[src/rtl/core/dequ_pkg.sv]
// Shared definitions for the double-ended queue core: request and status
// codes and the fixed field widths of the stream words.
// No dependencies.
`default_nettype none

package dequ_pkg;

  localparam int unsigned REQ_W    = 3;
  localparam int unsigned VALUE_W  = 32;
  localparam int unsigned INDEX_W  = 4;
  localparam int unsigned STATUS_W = 2;
  localparam int unsigned COUNT_W  = 5;

  // Input word: req_type, push_value, read_index, padded to whole bytes.
  localparam int unsigned IN_DATA_W  = 40;
  // Output word: status, read_value, entry_count, padded to whole bytes.
  localparam int unsigned OUT_DATA_W = 40;

  typedef enum logic [REQ_W-1:0] {
    REQ_PUSH_FRONT = 3'd0,
    REQ_PUSH_BACK  = 3'd1,
    REQ_POP_FRONT  = 3'd2,
    REQ_POP_BACK   = 3'd3,
    REQ_READ_AT    = 3'd4
  } req_type_t;

  typedef enum logic [STATUS_W-1:0] {
    STATUS_OK    = 2'd0,
    STATUS_ERROR = 2'd1,
    STATUS_FULL  = 2'd2
  } status_t;

endpackage

`default_nettype wire

[src/rtl/core/double_ended_queue_core.sv]
// Double-ended queue core: a ring buffer in one synchronous memory with a
// head pointer and an entry count, behind stream-style input and output ports.
// Depends on dequ_pkg.
`default_nettype none

// A user sends one request word per item: push to the front, push to the
// back, pop from the front, pop from the back, or read the entry at a
// position counted from the front. Every request returns exactly one word
// carrying a status, a data value and the number of entries held after the
// request. A pop on an empty queue, or a read at a position not below the
// count, returns the error status with zero data and leaves the queue as it
// was. A push onto a full queue is dropped and flagged with the full status.
// Request codes that mean nothing are answered with an ok status, zero data
// and the unchanged count. Pushes store the low DATA_WIDTH bits of
// push_value; results return the stored word zero-extended or cut to 32 bits.
// An accepted request fills a single holding stage, alongside the memory's
// registered read port, and then moves on into the output register; a new
// word is accepted only while the holding stage is empty. A finished result
// may wait in the output register while the next request is accepted. After
// reset the queue is empty; no clearing pass is needed because entries are
// only read once they have been written.
module double_ended_queue_core #(
  parameter int unsigned DEPTH      = 16,
  parameter int unsigned DATA_WIDTH = 32
) (
  input  wire logic                             clk,
  input  wire logic                             rst_n,
  // Fields from bit 0 up: req_type[2:0], push_value[34:3], read_index[38:35],
  // one zero pad bit.
  input  wire logic [dequ_pkg::IN_DATA_W-1:0]   in_tdata,
  input  wire logic                             in_tvalid,
  output logic                                  in_tready,
  // Fields from bit 0 up: status[1:0], read_value[33:2], entry_count[38:34],
  // one zero pad bit.
  output logic      [dequ_pkg::OUT_DATA_W-1:0]  out_tdata,
  output logic                                  out_tvalid,
  input  wire logic                             out_tready
);

  import dequ_pkg::*;

  // Pointer and count widths follow from the ring depth.
  localparam int unsigned PW = $clog2(DEPTH);
  localparam int unsigned CW = $clog2(DEPTH + 1);
  // Width used to compare the read position against the count.
  localparam int unsigned IW = (CW > INDEX_W) ? CW : INDEX_W;

  // Request fields.
  logic [REQ_W-1:0]   in_req;
  logic [VALUE_W-1:0] in_value;
  logic [INDEX_W-1:0] in_index;

  assign in_req   = in_tdata[REQ_W-1:0];
  assign in_value = in_tdata[REQ_W+VALUE_W-1:REQ_W];
  assign in_index = in_tdata[REQ_W+VALUE_W+INDEX_W-1:REQ_W+VALUE_W];

  // Queue state.
  logic [PW-1:0] head_r, head_nxt;
  logic [CW-1:0] cnt_r, cnt_nxt;

  // Holding stage between the memory read and the output register.
  logic                s1_vld_r, s1_vld_nxt;
  logic [STATUS_W-1:0] s1_status_r;
  logic                s1_take_r;
  logic [COUNT_W-1:0]  s1_count_r;

  // Output register.
  logic                  out_vld_r, out_vld_nxt;
  logic [OUT_DATA_W-1:0] out_data_r;

  // Memory access signals.
  logic                  wr_en;
  logic [PW-1:0]         wr_addr;
  logic [DATA_WIDTH-1:0] wr_data;
  logic                  rd_en;
  logic [PW-1:0]         rd_addr;
  logic [DATA_WIDTH-1:0] rd_q;

  logic          accept;
  logic          s1_move;
  logic          is_full;
  logic          is_empty;
  logic [CW-1:0] cnt_m1;
  logic [PW-1:0] rd_offset;
  logic [63:0]   push_ext;
  logic [63:0]   rd_ext;

  logic [STATUS_W-1:0] req_status;
  logic                req_take;

  // Slot of the entry at a given offset from a base slot, modulo DEPTH.
  // Both inputs are below DEPTH, so one subtraction suffices.
  function automatic logic [PW-1:0] ring_add(input logic [PW-1:0] base,
                                             input logic [PW-1:0] offset);
    logic [PW:0] sum;
    sum = {1'b0, base} + {1'b0, offset};
    if (sum >= (PW+1)'(DEPTH)) begin
      sum = sum - (PW+1)'(DEPTH);
    end
    return sum[PW-1:0];
  endfunction

  assign accept   = in_tvalid && in_tready;
  assign in_tready = !s1_vld_r;
  assign s1_move  = s1_vld_r && (!out_vld_r || out_tready);

  assign is_full  = (cnt_r == CW'(DEPTH));
  assign is_empty = (cnt_r == '0);
  assign cnt_m1   = cnt_r - CW'(1);

  assign push_ext = 64'(in_value);
  assign wr_data  = push_ext[DATA_WIDTH-1:0];

  // Pop-back reads the last entry, read-at uses the requested position and
  // pop-front reads the head slot itself.
  assign rd_offset = (in_req == REQ_POP_BACK) ? cnt_m1[PW-1:0] :
                     (in_req == REQ_READ_AT)  ? PW'(in_index)  : '0;
  assign rd_addr   = ring_add(head_r, rd_offset);

  // Request decode: status, state update and memory accesses.
  always_comb begin
    head_nxt   = head_r;
    cnt_nxt    = cnt_r;
    req_status = STATUS_OK;
    req_take   = 1'b0;
    wr_en      = 1'b0;
    wr_addr    = ring_add(head_r, cnt_r[PW-1:0]);
    rd_en      = 1'b0;
    if (accept) begin
      unique case (in_req)
        REQ_PUSH_FRONT: begin
          if (is_full) begin
            req_status = STATUS_FULL;
          end else begin
            head_nxt = (head_r == '0) ? PW'(DEPTH - 1) : head_r - PW'(1);
            wr_addr  = head_nxt;
            wr_en    = 1'b1;
            cnt_nxt  = cnt_r + CW'(1);
          end
        end
        REQ_PUSH_BACK: begin
          if (is_full) begin
            req_status = STATUS_FULL;
          end else begin
            wr_en   = 1'b1;
            cnt_nxt = cnt_r + CW'(1);
          end
        end
        REQ_POP_FRONT: begin
          if (is_empty) begin
            req_status = STATUS_ERROR;
          end else begin
            rd_en    = 1'b1;
            req_take = 1'b1;
            head_nxt = (head_r == PW'(DEPTH - 1)) ? '0 : head_r + PW'(1);
            cnt_nxt  = cnt_m1;
          end
        end
        REQ_POP_BACK: begin
          if (is_empty) begin
            req_status = STATUS_ERROR;
          end else begin
            rd_en    = 1'b1;
            req_take = 1'b1;
            cnt_nxt  = cnt_m1;
          end
        end
        REQ_READ_AT: begin
          if (IW'(in_index) >= IW'(cnt_r)) begin
            req_status = STATUS_ERROR;
          end else begin
            rd_en    = 1'b1;
            req_take = 1'b1;
          end
        end
        default: begin
          // Unused request codes: no operation.
        end
      endcase
    end
  end

  // Ring memory: one write port, one registered read port. A request never
  // reads and writes in the same cycle, and the read data holds until the
  // next accepted request because nothing else reads the memory.
  logic [DATA_WIDTH-1:0] ring_mem [DEPTH];

  always_ff @(posedge clk) begin
    if (wr_en) begin
      ring_mem[wr_addr] <= wr_data;
    end
    if (rd_en) begin
      rd_q <= ring_mem[rd_addr];
    end
  end

  assign rd_ext = 64'(rd_q);

  // Valid flags of the holding stage and the output register.
  always_comb begin
    s1_vld_nxt = s1_vld_r;
    if (accept) begin
      s1_vld_nxt = 1'b1;
    end else if (s1_move) begin
      s1_vld_nxt = 1'b0;
    end
    out_vld_nxt = out_vld_r;
    if (s1_move) begin
      out_vld_nxt = 1'b1;
    end else if (out_tready) begin
      out_vld_nxt = 1'b0;
    end
  end

  always_ff @(posedge clk) begin
    if (!rst_n) begin
      head_r    <= '0;
      cnt_r     <= '0;
      s1_vld_r  <= 1'b0;
      out_vld_r <= 1'b0;
    end else begin
      head_r    <= head_nxt;
      cnt_r     <= cnt_nxt;
      s1_vld_r  <= s1_vld_nxt;
      out_vld_r <= out_vld_nxt;
    end
  end

  // Payload registers.
  always_ff @(posedge clk) begin
    if (accept) begin
      s1_status_r <= req_status;
      s1_take_r   <= req_take;
      s1_count_r  <= COUNT_W'(cnt_nxt);
    end
    if (s1_move) begin
      out_data_r <= {1'b0, s1_count_r,
                     (s1_take_r ? rd_ext[VALUE_W-1:0] : {VALUE_W{1'b0}}),
                     s1_status_r};
    end
  end

  assign out_tdata  = out_data_r;
  assign out_tvalid = out_vld_r;

`ifndef SYNTHESIS
  // The count never exceeds the ring depth.
  assert property (@(posedge clk) disable iff (!rst_n) cnt_r <= CW'(DEPTH))
    else $error("entry count above depth");

  // The head pointer always names a slot inside the ring.
  assert property (@(posedge clk) disable iff (!rst_n) head_r <= PW'(DEPTH - 1))
    else $error("head pointer outside ring");

  // An accepted request occupies the holding stage in the next cycle.
  assert property (@(posedge clk) disable iff (!rst_n) accept |=> s1_vld_r)
    else $error("accepted request lost");

  // A held result stays in the holding stage while the output is stalled.
  assert property (@(posedge clk) disable iff (!rst_n)
    (s1_vld_r && out_vld_r && !out_tready) |=> s1_vld_r)
    else $error("held result dropped under stall");

  // Error and full results carry zero data.
  assert property (@(posedge clk) disable iff (!rst_n)
    (out_vld_r && (out_data_r[STATUS_W-1:0] != STATUS_OK))
      |-> (out_data_r[STATUS_W+VALUE_W-1:STATUS_W] == '0))
    else $error("nonzero data with failing status");
`endif

endmodule

`default_nettype wire

[config.mk]
export PLATFORM = sky130hd
export DESIGN_NAME = double_ended_queue_core
export DESIGN_NICKNAME = d
export VERILOG_FILES = /design/src/rtl/core/dequ_pkg.sv /design/src/rtl/core/double_ended_queue_core.sv
export SDC_FILE = /design/constraint.sdc
export NUM_CORES = 1
export LEC_CHECK = 0
export BUFFER_PORTS_ARGS = -buffer_cell sky130_fd_sc_hd__buf_2
export CAP_MARGIN = 15
export CORE_UTILIZATION = 50
export DETAILED_ROUTE_END_ITERATION = 7
export PLACE_DENSITY = 0.77
export SETUP_SLACK_MARGIN = 0.1
export SYNTH_ARGS = -nofsm -noshare
export SYNTH_HDL_FRONTEND = slang
export SYNTH_SLANG_ARGS = --single-unit
[constraint.sdc]
create_clock -name clk -period 11.1 [get_ports clk]
set_input_delay 0 -clock clk [delete_from_list [all_inputs] [get_ports clk]]
set_output_delay 0 -clock clk [all_outputs]
set_load 0.02 [all_outputs]
Word level (Yosys, flattened, before mapping)
Memories as Yosys holds them, arrays and structs flattened. A register that Yosys moved wholly into a read port is not among the register bits.
Cells that the tools add are included.
{"block": "word_totals", "ram_bits": 512, "memories": 1, "reg_bits": 58}
{"name": "ring_mem", "depth": 16, "word_bits": 32, "rd": 1, "rd_clocked_by_memory_dff": 1, "wr": 1, "line_no": "double_ended_queue_core.sv:186", "rtl": "logic [DATA_WIDTH-1:0] ring_mem [DEPTH];"}
{"block": "op_classes", "n_reduce_logical": 14, "add_sub_neg": 8, "n_lt_le_gt_ge": 3, "muxes": 33, "eq_ne": 8}
{"cell": "two-way mux 4 bit", "count": 11}
{"cell": "two-way mux 5 bit", "count": 3}
{"cell": "two-way mux 1 bit", "count": 14}
{"cell": "subtractor 4 x 1 -> 4 bit, second input constant", "count": 3}
{"cell": "adder 4 x 4 -> 5 bit", "count": 2}
{"cell": ">= comparator 5 bit, second input constant", "count": 2}
{"cell": "one-hot mux 5 bit (2 select lines)", "count": 1}
{"cell": "one-hot mux 4 bit (2 select lines)", "count": 1}
{"cell": "equality test 3 x 2 -> 1 bit, second input constant", "count": 2}
{"cell": "one-hot mux 2 bit (3 select lines)", "count": 1}
{"cell": "nonzero test 2 bit", "count": 3}
{"cell": "adder 5 x 1 -> 5 bit, second input constant", "count": 1}
{"cell": "equality test 5 bit, second input constant", "count": 1}
{"cell": ">= comparator 4 x 5 -> 1 bit", "count": 1}
{"cell": "zero test 5 bit", "count": 1}
{"cell": "subtractor 5 x 1 -> 5 bit, second input constant", "count": 1}
{"cell": "adder 4 x 1 -> 4 bit, second input constant", "count": 1}
{"cell": "equality test 4 bit, second input constant", "count": 1}
{"cell": "zero test 4 bit", "count": 1}
{"cell": "!= test 2 bit, second input constant", "count": 2}
{"cell": "AND reduction 4 bit", "count": 1}
{"cell": "OR reduction 2 bit", "count": 2}
{"cell": "equality test 3 x 1 -> 1 bit, second input constant", "count": 1}
{"cell": "equality test 3 bit, second input constant", "count": 1}
{"cell": "6 further kinds", "count": 8}

Logic depth before layout (Yosys ltp)
Gate-level depths: netlist of the first run.
{"block": "depth", "depth_word": 6, "depth_mapped": 11, "depth_no_buf": 10}

Worst setup path before layout of the first run
No wires, ideal clock.
{"block": "synth_path", "kind": "reg-to-reg", "startpoint": "reg cnt_r[0]", "endpoint": "mem ring_mem[11][0], enable pin", "arrival_time_ps": 4507, "stages_incl_launch_ff": 8, "slack_ps": 6132, "period_less_slack_ps": 4968, "cell_sequence": "dfxtp_1 inv_1 ha_1 and4bb_4 nor4_4 mux2_2 or4_1 nor3_1"}
{"block": "synth_between", "elab_chain_len": 6, "elab_cells_between_ends": 13}
{"item": "start: declaration", "line_no": "double_ended_queue_core.sv:59", "rtl": "logic [CW-1:0] cnt_r, cnt_nxt;"}
{"item": "start signal: assignment", "line_no": "double_ended_queue_core.sv:223", "rtl": "cnt_r <= cnt_nxt;"}
{"item": "adder 4 x 4 -> 5 bit / equality test 5 bit (equally long branches)", "line_no": "double_ended_queue_core.sv:96, double_ended_queue_core.sv:107"}
{"item": "subtractor 4 x 1 -> 4 bit, or another cell as far along", "line_no": "double_ended_queue_core.sv:98", "rtl": "sum = sum - (PW+1)'(DEPTH);"}
{"item": "two-way mux 4 bit / two-way mux 1 bit (equally long branches)"}
{"item": "two-way mux 4 bit / two-way mux 1 bit (equally long branches)", "line_no": "double_ended_queue_core.sv:132, double_ended_queue_core.sv:129"}
{"item": "two-way mux 4 bit / two-way mux 1 bit (equally long branches)", "line_no": "double_ended_queue_core.sv:130, double_ended_queue_core.sv:189"}
{"item": "two-way mux 4 bit / two-way mux 1 bit (equally long branches)", "line_no": "double_ended_queue_core.sv:129, double_ended_queue_core.sv:190"}
{"item": "end: declaration", "line_no": "double_ended_queue_core.sv:186"}
Parallel ways exist; a longest one is shown, timed or not.

Worst setup path in the final report of the first run
{"block": "layout_path", "startpoint": "in in_tdata[1] (netlist name)", "endpoint": "reg rd_q[19] (read register of ring_mem), data pin"}
{"block": "layout_between", "elab_chain_len": 6, "elab_cells_between_ends": 12}
{"item": "start: declaration", "line_no": "double_ended_queue_core.sv:30", "rtl": "input wire logic [dequ_pkg::IN_DATA_W-1:0] in_tdata,"}
{"item": "equality test 3 bit", "line_no": "double_ended_queue_core.sv:117, double_ended_queue_core.sv:130"}
{"item": "two-way mux 4 bit", "line_no": "double_ended_queue_core.sv:117", "rtl": "(in_req == REQ_READ_AT) ? PW'(in_index) : '0;"}
{"item": "two-way mux 4 bit", "line_no": "double_ended_queue_core.sv:116", "rtl": "assign rd_offset = (in_req == REQ_POP_BACK) ? cnt_m1[PW-1:0] :"}
{"item": "adder 4 x 4 -> 5 bit", "line_no": "double_ended_queue_core.sv:96", "rtl": "sum = {1'b0, base} + {1'b0, offset};"}
{"item": "subtractor 4 x 1 -> 4 bit / >= comparator 5 bit (equally long branches)", "line_no": "double_ended_queue_core.sv:98, double_ended_queue_core.sv:97"}
{"item": "two-way mux 4 bit", "line_no": "double_ended_queue_core.sv:97", "rtl": "if (sum >= (PW+1)'(DEPTH)) begin"}
{"item": "end: declaration", "line_no": "double_ended_queue_core.sv:77", "rtl": "logic [DATA_WIDTH-1:0] rd_q;"}
Parallel ways exist; a longest one is shown, timed or not.
A chain may end at the register's enable or synchronous reset.

==> metrics.md, run 1 <==
| Metric | Value |
|---|---|
| HP Class | in -> reg |
| Crit-path cells | dlygate4sd3_1 -> buf_2 -> nor2b_1 -> nand2_1 -> o21ai_0 -> ha_4 -> inv_1 -> fa_4 -> buf_4 -> mux4_2 -> mux4_2 |
| Vias per Instance | 5.94 |
| Worst slew pin tran | 1.09 ns |
| Final period util | about 46% |
| CTS Buffer Depth | 3 |
| FF/Latch Area | 0.0180 mm² |
| Met2 Routed Length | 24500 µm |
| Initial antenna violation count | 1 |
| Endpoints failing setup | 0 |
| Max FO, Critical Path | 65 |
| Hold WS | 0.0686 ns |
| DR WL/cell | ~26 µm |
| Final wirelength | 48100 µm |
| # nets final | between 1000 and 1500 |
| DR DRC count | 0 |
| Syn Nets | 1075 |
| H-tree lvl count | 2 |
| Starting DRT DRC Count | 1108 |
| First-pass GRT wire length | 71600 µm |
| RD Place Congestion | 0.861 |
| Worst rel slew slack | 27.6% |
| Area grow syn2layout | 15.8% |
| Min Clock Period, post-route | 5.05 ns |
| Crit Path Class | in -> reg |
| Hold Startpoint | in_tdata[38] |
| Number of global-route vias before repair | 11200 |
| Post-cts gate resize count | 0 |
| RSZ-0062 raised after global routing | false |
| Crit-path most repeated cell | mux4_2 |
| Initial Utilization | 50.9% |
| Share of layout cells above drive strength 1 | 31.6% |
| CTS clk-pin slew, worst paths | 0.06 ns |
| DP Area | 0.0245 mm² |
| Post-synth top area cell | edfxtp_1 |
| Post-CTS Setup Bufs | 0 |
| Top Layer Used | met4 |
| CP required | 11.45 ns |
| Final worst slack | 6.05 ns |
| R2R Path Start | cnt_r[0]$_SDFF_PN0_ |
| Total Routing Usage GR | 21.0% |
| Data arrival, critical path | 5.40 ns |
| Final Hold Fails | 0 |
| Primary FF master, synth | edfxtp_1 |
| Die Area | about 0.047 mm² |
| Top Ports | 86 |
| Post-synthesis cell area | 0.0231 mm² |
| Met3 routed WL | 3190 µm |
| Drt pass-1 iters | 5 |
| Die width | approximately 220 µm |
| Clock latency at the later pin of the worst-skew pair | between 0.6 and 0.7 ns |
| # rows | 78 |
| Sequential area share after synthesis | 77.6% |
| Setup TNS Final | 0 ns |
| Synth Register Bits | 602 |
| Hold_buf cts | 39 |
| Post-synth EDFFs | 591 |
| Fin. max-slew vios | 0 |
| CORE AREA | 0.0455 mm² |
| FILL cells | 3197 |
| CTS tree | done |
| Max-cap viol count | 0 |
| Design area | 0.0268 mm² |
| M1 WL | 19400 µm |
| Maximum VDD drop | 0.000154 V |
| Pre-CTS setup slack | ~6.1 ns |
| Largest net degree at the start of global routing | 66 |
| Critical Path Start | in_tdata[1] |
| Gr ovfl total | 0 |
| P_leak | around 8.6 nW |
| Share of the synthesized area in the top cell type | between 70 and 80% |
| Via count | 10900 |
| Delay of the slowest cell on the worst path | 1.47 ns |
| Slowest cell on the critical path | fa_4 |
| Final core occ | around 60% |
| I/O Buffers | 83 |
| Post-synthesis average cell area | 22.8 µm² |
| Multi-input gate area | between 0.005 and 0.006 mm² |
| Root Driver | clkbuf_16 |
| Worst Skew | roughly 0.018 ns |
| PwrDens | 182 mW/mm² |
| Die H | between 200 and 250 µm |
| Post-synth ARST share | 0% |
| Synth Warn # | 0 |
| Type of element capturing the critical path | flip-flop |
| Fmax | 198 MHz |
| Post-Syn Instances | 1015 |
| # clock sinks | approximately 600 |
| Netlist cell types | 46 |
| CTS Buf Count | a little under 60 |
| Startpoint Class | input port |
| Status | complete, no violations |
| Post-DP HPWL | 23000 µm |
| Antenna Nets Post-Route | 0 |
| Synth area leaders | edfxtp_1, mux4_2, and2_1 |
[kinds of logic after synthesis]
logic type	share of synthesized area, %
xor gates and xnor gates	0.416
adders and majority gates	0.930
DFF	77.6
buffers and inverters	1.06
muxes	15.9
and+or+nand+nor	2.70
AOI/OAI and AO/OA	1.29
other	0.0162
[layer usage]
layer,global-route usage (%),up-vias
met3,3.68,82
met4,5.45,0
met5,0,-
li1,-,4579
met2,35.4,465
met1,28.7,5729
[synthesized netlist by cell type (3+ instances only)]
cell type	number
mux2i_1	4
nand3_1	7
nand2_1	13
and2_1	39
o22ai_1	4
xnor2_1	8
nor3_1	11
xor2_1	3
nor2_1	15
dfxtp_1	11
ha_1	14
o21ai_0	13
inv_1	16
edfxtp_1	591
mux4_2	160
a21o_1	5
clkbuf_1	34
nand2b_1	7
mux2_2	4
buf_2	7
a21oi_1	15
[metrics by stage]
stage / total power, mW / instances
finish: 4.87 / 1826
global route: 5.02 / 1826
CTS: 4.91 / 1824
detailed placement: 2.92 / 1679
global placement: 2.91 / 1679
floorplan: 2.82 / 1015
[sequential cells by signal, indices dropped and copies added (netlist names)]
signal / count
ring_mem: 512
out_tvalid: 1
cnt_r: 5
head_r: 4
s1_count_r: 5
s1_status_r: 2
s1_vld_r: 1
rd_q: 32
out_tdata: 39
s1_take_r: 1
[critical path: cells and delay by family]
kind | cells | cell delay [ns]
adder cells (fa/ha/maj) | 2 | 1.66
multiplexers | 2 | 0.95
AO/OA/AOI/OAI | 1 | 0.34
buffers and inverters | 4 | 1.65
AND/OR/NAND/NOR | 2 | 0.68
[power by group]
group | total (mW) | internal [mW] | switching [mW]
logic | 0.351 | 0.168 | 0.182
registers | 2.53 | 2.53 | 0.00769
clock network | 1.99 | 1.16 | 0.825
total | 4.87 | 3.86 | 1.02
[layout by cell type, fill, tap and decap left out, types with 8 or more instances in the layout]
| master | n |
|---|---|
| and2_1 | 38 |
| nand2_1 | 13 |
| dfxtp_1 | 11 |
| o21ai_0 | 13 |
| bufinv_16 | 8 |
| nor2_4 | 8 |
| mux4_2 | 160 |
| buf_4 | 26 |
| clkinv_2 | 10 |
| dlygate4sd3_1 | 39 |
| clkbuf_1 | 16 |
| a21oi_1 | 15 |
| clkbuf_16 | 59 |
| inv_1 | 16 |
| edfxtp_1 | 591 |
| buf_2 | 83 |
| ha_1 | 13 |
[final timing paths]
| path | end | slack, ns | cells past startpoint |
|---|---|---|---|
| setup / recovery | rd_q[19]$_DFFE_PP_ | 6.05 | 11 |
| hold / removal | s1_take_r$_DFFE_PP_ | 0.07 | 4 |
| setup reg to reg | rd_q[19]$_DFFE_PP_ | 6.08 | 8 |
| hold reg to reg | out_tdata[0]$_DFFE_PP_ | 0.42 | 0 |
[area by class of cell]
cell class | instances | area share (%)
clock inverter | 31 | 1.44
tap | 600 | 2.80
sequential | 602 | 67.1
antenna | 1 | 0.00934
timing repair buffer | 149 | 3.78
multi-input combinational | 352 | 19.0
clock buffer | 75 | 5.73
inverter | 16 | 0.224
No activity file was read; power rests on OpenSTA's default activity.
==> inputs of run 2 (changes only) <==
--- a/config.mk
+++ b/config.mk
@@ -9,7 +9,7 @@
 export CAP_MARGIN = 15
 export CORE_UTILIZATION = 50
 export DETAILED_ROUTE_END_ITERATION = 7
-export PLACE_DENSITY = 0.77
+export PLACE_DENSITY = 0.79
 export SETUP_SLACK_MARGIN = 0.1
 export SYNTH_ARGS = -nofsm -noshare
 export SYNTH_HDL_FRONTEND = slang
==> constraint.sdc (replaced) <==
create_clock -name clk -period 4.38 [get_ports clk]
set_input_delay 0 -clock clk [delete_from_list [all_inputs] [get_ports clk]]
set_output_delay 0 -clock clk [all_outputs]
set_load 0.02 [all_outputs]
==> metrics.md, run 2 (synthesis results as in run 1) <==
| Metric | Value |
|---|---|
| Number of global-route vias before repair | 11300 (+1.1%) |
| Data arrival, critical path | 4.24 ns (-1.16 ns) |
| CTS Buffer Depth | 3 (unchanged) |
| Worst rel slew slack | 31.8% (+4.2 points) |
| Largest Register | ring_mem |
| Comb pwr share | 7.4% (+0.2 points) |
| Worst Skew | 0.0133 ns (-0.00449 ns) |
| Via count | 10900 (+0.23%) |
| Endpoints failing setup | 0 (unchanged) |
| Final wirelength | 48400 µm (+0.63%) |
| Post-DP HPWL | 25000 µm (+8.7%) |
| Reg2Reg Depth | 8 (unchanged) |
| Initial Utilization | 50.9% (unchanged) |
| Ant diodes | 0 (-1) |
| Delay of the slowest cell on the worst path | 0.90 ns (-0.57 ns) |
| CORE AREA | 0.0455 mm² (unchanged) |
| Clock latency at the later pin of the worst-skew pair | 0.61 ns (about the same) |
| Crit-path cells | dlygate4sd3_1 -> buf_2 -> nor2b_1 -> nand2_1 -> o21ai_0 -> ha_4 -> inv_1 -> fa_4 -> buf_12 -> mux4_2 -> mux4_2 |
| Max FO, Critical Path | 70 (+7.7%) |
| HP Class | in -> reg |
| DR WL/cell | 26.4 µm (+0.20%) |
| Commonest non-fill, non-tap cell in the layout | edfxtp_1 |
| Setup TNS Final | 0 ns (unchanged) |
| Drt pass-1 iters | 5 (unchanged) |
| Antenna Nets Post-Route | 0 (unchanged) |
| Reg-to-Reg End | rd_q[1]$_DFFE_PP_ |
| Type of element capturing the critical path | flip-flop |
| Area grow syn2layout | 17.1% |
| Starting DRT DRC Count | 1002 (-9.6%) |
| Final core occ | 59.6% (+0.65 points) |
| Sequential Power Share | 51.9% (about the same) |
| Final worst slack | 0.495 ns (-5.55 ns) |
| Post-cts gate resize count | 0 (unchanged) |
| Crit-path most repeated cell | mux4_2 |
| Fin. max-slew vios | 0 (unchanged) |
| H-tree lvl count | 2 (unchanged) |
| Top Ports | 86 (unchanged) |
| # rows | 78 (unchanged) |
| Total Routing Usage GR | 21.1% (+0.059 points) |
| R2R Setup Slk | 0.62 ns (-5.46 ns) |
| Slowest cell on the critical path | fa_4 |
| DR DRC count | 0 (unchanged) |
| Largest net degree at the start of global routing | 71 (+7.6%) |
| Final std cells w/o fill | 1834 (+0.44%) |
| PwrDens | 457 mW/mm² (+150%) |
| Startpoint Class | input port |
| FILL cells | 3146 (-1.6%) |
| Worst slew pin tran | 1.00 ns (-0.0830 ns) |
| Status | complete, no violations |
| I/O Buffers | 83 (unchanged) |
| Power share of the clock group | 40.7% (about the same) |
| Initial antenna violation count | 1 (unchanged) |
| Die Area | 0.0471 mm² (unchanged) |
| Final period util | 88.7% |
| Switch Pwr | 2.59 mW (+160%) |
| Hold path depth | 3 (-1) |
| Fmax | approximately 260 MHz |
| Internal power | 9.79 mW (+150%) |
| CTS Buf Count | 58 (unchanged) |
| P_leak | 8.67 nW (+1.4%) |
| Pre-CTS setup slack | 0.514 ns (-5.60 ns) |
| Design area | 0.0271 mm² (+1.1%) |
| Share of layout cells above drive strength 1 | 32.7% (+1.1 points) |
| DP Area | 0.0248 mm² (+1.2%) |
| Root Driver | clkbuf_16 |
| Hold_buf cts | 39 (unchanged) |
| Gr ovfl total | 0 (unchanged) |
| Die width | 217 µm (unchanged) |
| Vias per Instance | 5.93 (-0.21%) |
| Hold Startpoint | in_tvalid |
| Post-CTS Setup Bufs | 0 (unchanged) |
| Max-cap viol count | 0 (unchanged) |
| Final Hold Fails | 0 (unchanged) |
| Crit Path Class | in -> reg |
| Min Clock Period, post-route | 3.89 ns |
| RD Place Congestion | 0.835 (-3.0%) |
| CTS clk-pin slew, worst paths | 0.06 ns (about the same) |
| Max reg flops | 512 (unchanged) |
| First-pass GRT wire length | 71700 µm (+0.11%) |
| CTS tree | done |
| Inst Count DP | 1687 (+0.48%) |
| Most frequent cells in the layout | edfxtp_1, mux4_2, buf_2 |
| RSZ-0062 raised after global routing | false |
| # clock sinks | 602 (unchanged) |
| Maximum VDD drop | 0.000483 V (+210%) |
| CP required | 4.73 ns (-6.72 ns) |
| R2R Path Start | cnt_r[1]$_SDFF_PN0_ |
| Die H | 217 µm (unchanged) |
| # nets final | 1247 (+0.65%) |
| Switching Share | 20.9% (+0.085 points) |
| Hold Path End | s1_count_r[1]$_DFFE_PP_ |
==> run 2: changes by cell type in the layout (fill, tap and decap cells not counted), sizes merged <==
cell and change:
diode -1, clkinvlp +3, inv +1, clkinv +3, buf +8, clkbuf -6
==> run 2: power groups by stage <==
stage | clock (mW) | sequential (mW) | combinational, mW
after CTS | 5.11 | 6.42 | 0.934
after detailed placement | 0 | 6.54 | 0.893
after global placement | 0 | 6.54 | 0.873
after global routing | 5.31 | 6.42 | 0.986
after floorplan | 0 | 6.57 | 0.574
final | 5.04 | 6.42 | 0.922
==> run 2: area by class of cell <==
| class | instances | area (µm²) | area share [%] |
|---|---|---|---|
| flip-flops and latches | 602 | 18000 | 66.3 |
| clock inverters | 38 | 409 | 1.51 |
| well taps | 600 | 751 | 2.77 |
| multi-input cells | 352 | 5100 | 18.8 |
| inverters | 16 | 60.1 | 0.222 |
| clock buffers | 69 | 1510 | 5.59 |
| repair buffers | 157 | 1280 | 4.74 |
==> run 2: per-layer routing <==
metal | vias to the layer above | track usage (%) | wire length [µm]
met5 | - | 0 | 12
met4 | 2 | 6.08 | 1070
met3 | 86 | 3.97 | 3600
met2 | 491 | 35.4 | 24500
met1 | 5696 | 28.3 | 19200
li1 | 4605 | - | -
==> run 2: how the worst max path moves through the flow <==
stage | startpoint | to | slack, ns | depth (start not counted)
2_1_floorplan | cnt_r[0]$_SDFF_PN0_ | ring_mem[11][0]$_DFFE_PP_ | -0.59 | 7
3_3_place_gp | cnt_r[1]$_SDFF_PN0_ | rd_q[30]$_DFFE_PP_ | 0.51 | 10
3_5_place_dp | cnt_r[1]$_SDFF_PN0_ | rd_q[13]$_DFFE_PP_ | 0.51 | 11
4_1_cts | cnt_r[1]$_SDFF_PN0_ | rd_q[13]$_DFFE_PP_ | 0.44 | 11
5_1_grt | in_tdata[1] | rd_q[1]$_DFFE_PP_ | 0.39 | 11
6_report | in_tdata[1] | rd_q[1]$_DFFE_PP_ | 0.49 | 11
==> run 2: per-stage QoR <==
stage	power (mW)	hold WS (ns)
CTS	12.5	0.00961
floorplan	7.15	0.0989
detailed placement	7.44	0.297
global route	12.7	0.0322
global placement	7.42	0.294
finish	12.4	0.0528
==> run 2: worst max-delay path: cells and delay by family <==
kind / cells / cell delay (ns)
compound gates: 1 / 0.39
mux: 2 / 0.90
buf+inv: 4 / 1.11
simple gates: 2 / 0.63
fa+ha+maj: 2 / 1.10
==> inputs of run 3 (changes only) <==
--- a/config.mk
+++ b/config.mk
@@ -5,7 +5,7 @@
 export SDC_FILE = /design/constraint.sdc
 export NUM_CORES = 1
 export LEC_CHECK = 0
-export BUFFER_PORTS_ARGS = -buffer_cell sky130_fd_sc_hd__buf_2
+export BUFFER_PORTS_ARGS = -buffer_cell sky130_fd_sc_hd__buf_4
 export CAP_MARGIN = 15
 export CORE_UTILIZATION = 50
 export DETAILED_ROUTE_END_ITERATION = 7
==> metrics.md, run 3 (synthesis results as in run 1) <==
| Metric | Value |
|---|---|
| I/O Buffers | 83 (unchanged) |
| CTS tree | done |
| Max-cap viol count | 0 (unchanged) |
| Post-DP HPWL | 24900 µm (-0.52%) |
| RD Place Congestion | 0.818 (-2.1%) |
| First-pass GRT wire length | 74300 µm (+3.7%) |
| CORE AREA | 0.0455 mm² (unchanged) |
| Total power | 12.6 mW (+2.0%) |
| Final wirelength | 50000 µm (+3.4%) |
| CP required | 4.73 ns (about the same) |
| Share of layout cells above drive strength 1 | 32.5% (-0.19 points) |
| Type of element capturing the critical path | flip-flop |
| Initial Utilization | 50.9% (unchanged) |
| Delay of the slowest cell on the worst path | 0.89 ns (about the same) |
| CTS clk-pin slew, worst paths | 0.06 ns (about the same) |
| Number of global-route vias before repair | 11400 (+1.0%) |
| Largest Register | ring_mem |
| CTS Buffer Depth | 3 (unchanged) |
| Area grow syn2layout | 18.2% |
| Final Hold Fails | 0 (unchanged) |
| Min Clock Period, post-route | 3.75 ns (-0.131 ns) |
| Most frequent cells in the layout | edfxtp_1, mux4_2, buf_4 |
| CTS Buf Count | 58 (unchanged) |
| Worst rel slew slack | 30.3% (-1.5 points) |
| Die Area | 0.0471 mm² (unchanged) |
| Gr ovfl total | 0 (unchanged) |
| Fmax | 266 MHz (+3.5%) |
| Total Routing Usage GR | 22.0% (+0.92 points) |
| Vias per Instance | 5.96 (+0.50%) |
| Top Ports | 86 (unchanged) |
| # rows | 78 (unchanged) |
| H-tree lvl count | 2 (unchanged) |
| Root Driver | clkbuf_16 |
| Data arrival, critical path | 4.11 ns (-0.13 ns) |
| # clock sinks | 602 (unchanged) |
| DR WL/cell | 27.2 µm (+3.2%) |
| HP Class | in -> reg |
| Via count | 11000 (+0.72%) |
| Hold WS | 0.0480 ns (-0.00488 ns) |
| Largest net degree at the start of global routing | 56 (-21%) |
| Startpoint Class | flip-flop |
| Clock latency at the later pin of the worst-skew pair | 0.63 ns (+0.02 ns) |
| Final period util | 85.7% (-3.0 points) |
| Starting DRT DRC Count | 1075 (+7.3%) |
| Delay-heaviest family, CP | adder cells |
| DR DRC count | 0 (unchanged) |
| # nets final | 1250 (+0.24%) |
| Maximum VDD drop | 0.000335 V (-31%) |
| Status | complete, no violations |
| P_leak | 8.79 nW (+1.4%) |
| Max FO, Critical Path | 55 (-21%) |
| FILL cells | 3117 (-0.92%) |
| Max reg flops | 512 (unchanged) |
| Endpoints failing setup | 0 (unchanged) |
| Fin. max-slew vios | 0 (unchanged) |
| Die H | 217 µm (unchanged) |
| Commonest non-fill, non-tap cell in the layout | edfxtp_1 |
| RSZ-0062 raised after global routing | false |
| Die width | 217 µm (unchanged) |
| PwrDens | 462 mW/mm² (+1.1%) |
| Crit Path Class | reg -> reg |
| CP bufs+invs | 3 (-1) |
| Worst slew pin tran | 1.03 ns (+0.0221 ns) |
| Antenna Nets Post-Route | 0 (unchanged) |
| Ant diodes | 0 (unchanged) |
| Slowest cell on the critical path | fa_4 |
| Crit-path cells | inv_1 -> ha_1 -> o21ai_0 -> inv_1 -> fa_4 -> buf_12 -> mux4_2 -> mux4_2 |
| Initial antenna violation count | 0 (-1) |
| Worst Skew | 0.0198 ns (+0.00647 ns) |
| Drt pass-1 iters | 5 (unchanged) |
## run 3: where the power goes
| part | leakage, nW | switching (mW) | internal, mW |
|---|---|---|---|
| sequential | 5.44 | 0.0209 | 6.40 |
| combinational | 2.37 | 0.482 | 0.469 |
| clock | 0.984 | 2.15 | 3.10 |
## run 3: area by class of cell
cell class	count	area, µm²	share of cell area [%]
clock inverter	33	475	1.74
clock buffer	75	1550	5.65
inverter	16	60.1	0.220
multi-input combinational	352	5100	18.7
tap	600	751	2.74
timing repair buffer	160	1450	5.31
sequential	602	18000	65.7
## run 3: stage by stage
stage               utilization, %  TNS, ns  setup WS (ns)  cells  instance area [µm²]
floorplan                        -   -75.31         -0.588   1015                23200
global placement              54.8        0          0.710   1690                24900
detailed placement            54.8        0          0.652   1690                24900
CTS                           60.1        0          0.639   1838                27400
global route                  60.1        0          0.459   1838                27400
finish                        60.1        0          0.626   1838                27400
## run 3: path summary, 6_finish.rpt
kind                            from                      end  slack (ns)  depth (start not counted)
min reg2reg  s1_count_r[4]$_DFFE_PP_  out_tdata[38]$_DFFE_PP_        0.42                          0
min                     in_tdata[38]      s1_take_r$_DFFE_PP_        0.05                          4
max              cnt_r[0]$_SDFF_PN0_        rd_q[8]$_DFFE_PP_        0.63                          8
max reg2reg      cnt_r[0]$_SDFF_PN0_        rd_q[8]$_DFFE_PP_        0.63                          8
## run 3: worst min-delay path: stages
cell and delay [ns]:
buf_4 0.10, ha_1 0.14, a21o_1 0.16, a21oi_1 0.08
## run 3: timing repair
action	in CTS	in global routing
hold buffers	40	0
buffers inserted	0	0
hold endpoints to repair	530	0
gates resized for setup	0	0
## run 3: metal layers
metal	vias up	GRT usage [%]	wire length (µm)
met5	-	0	0
met2	566	37.3	25600
met4	0	7.35	1370
li1	4603	-	-
met3	94	3.90	4100
met1	5695	29.0	18900
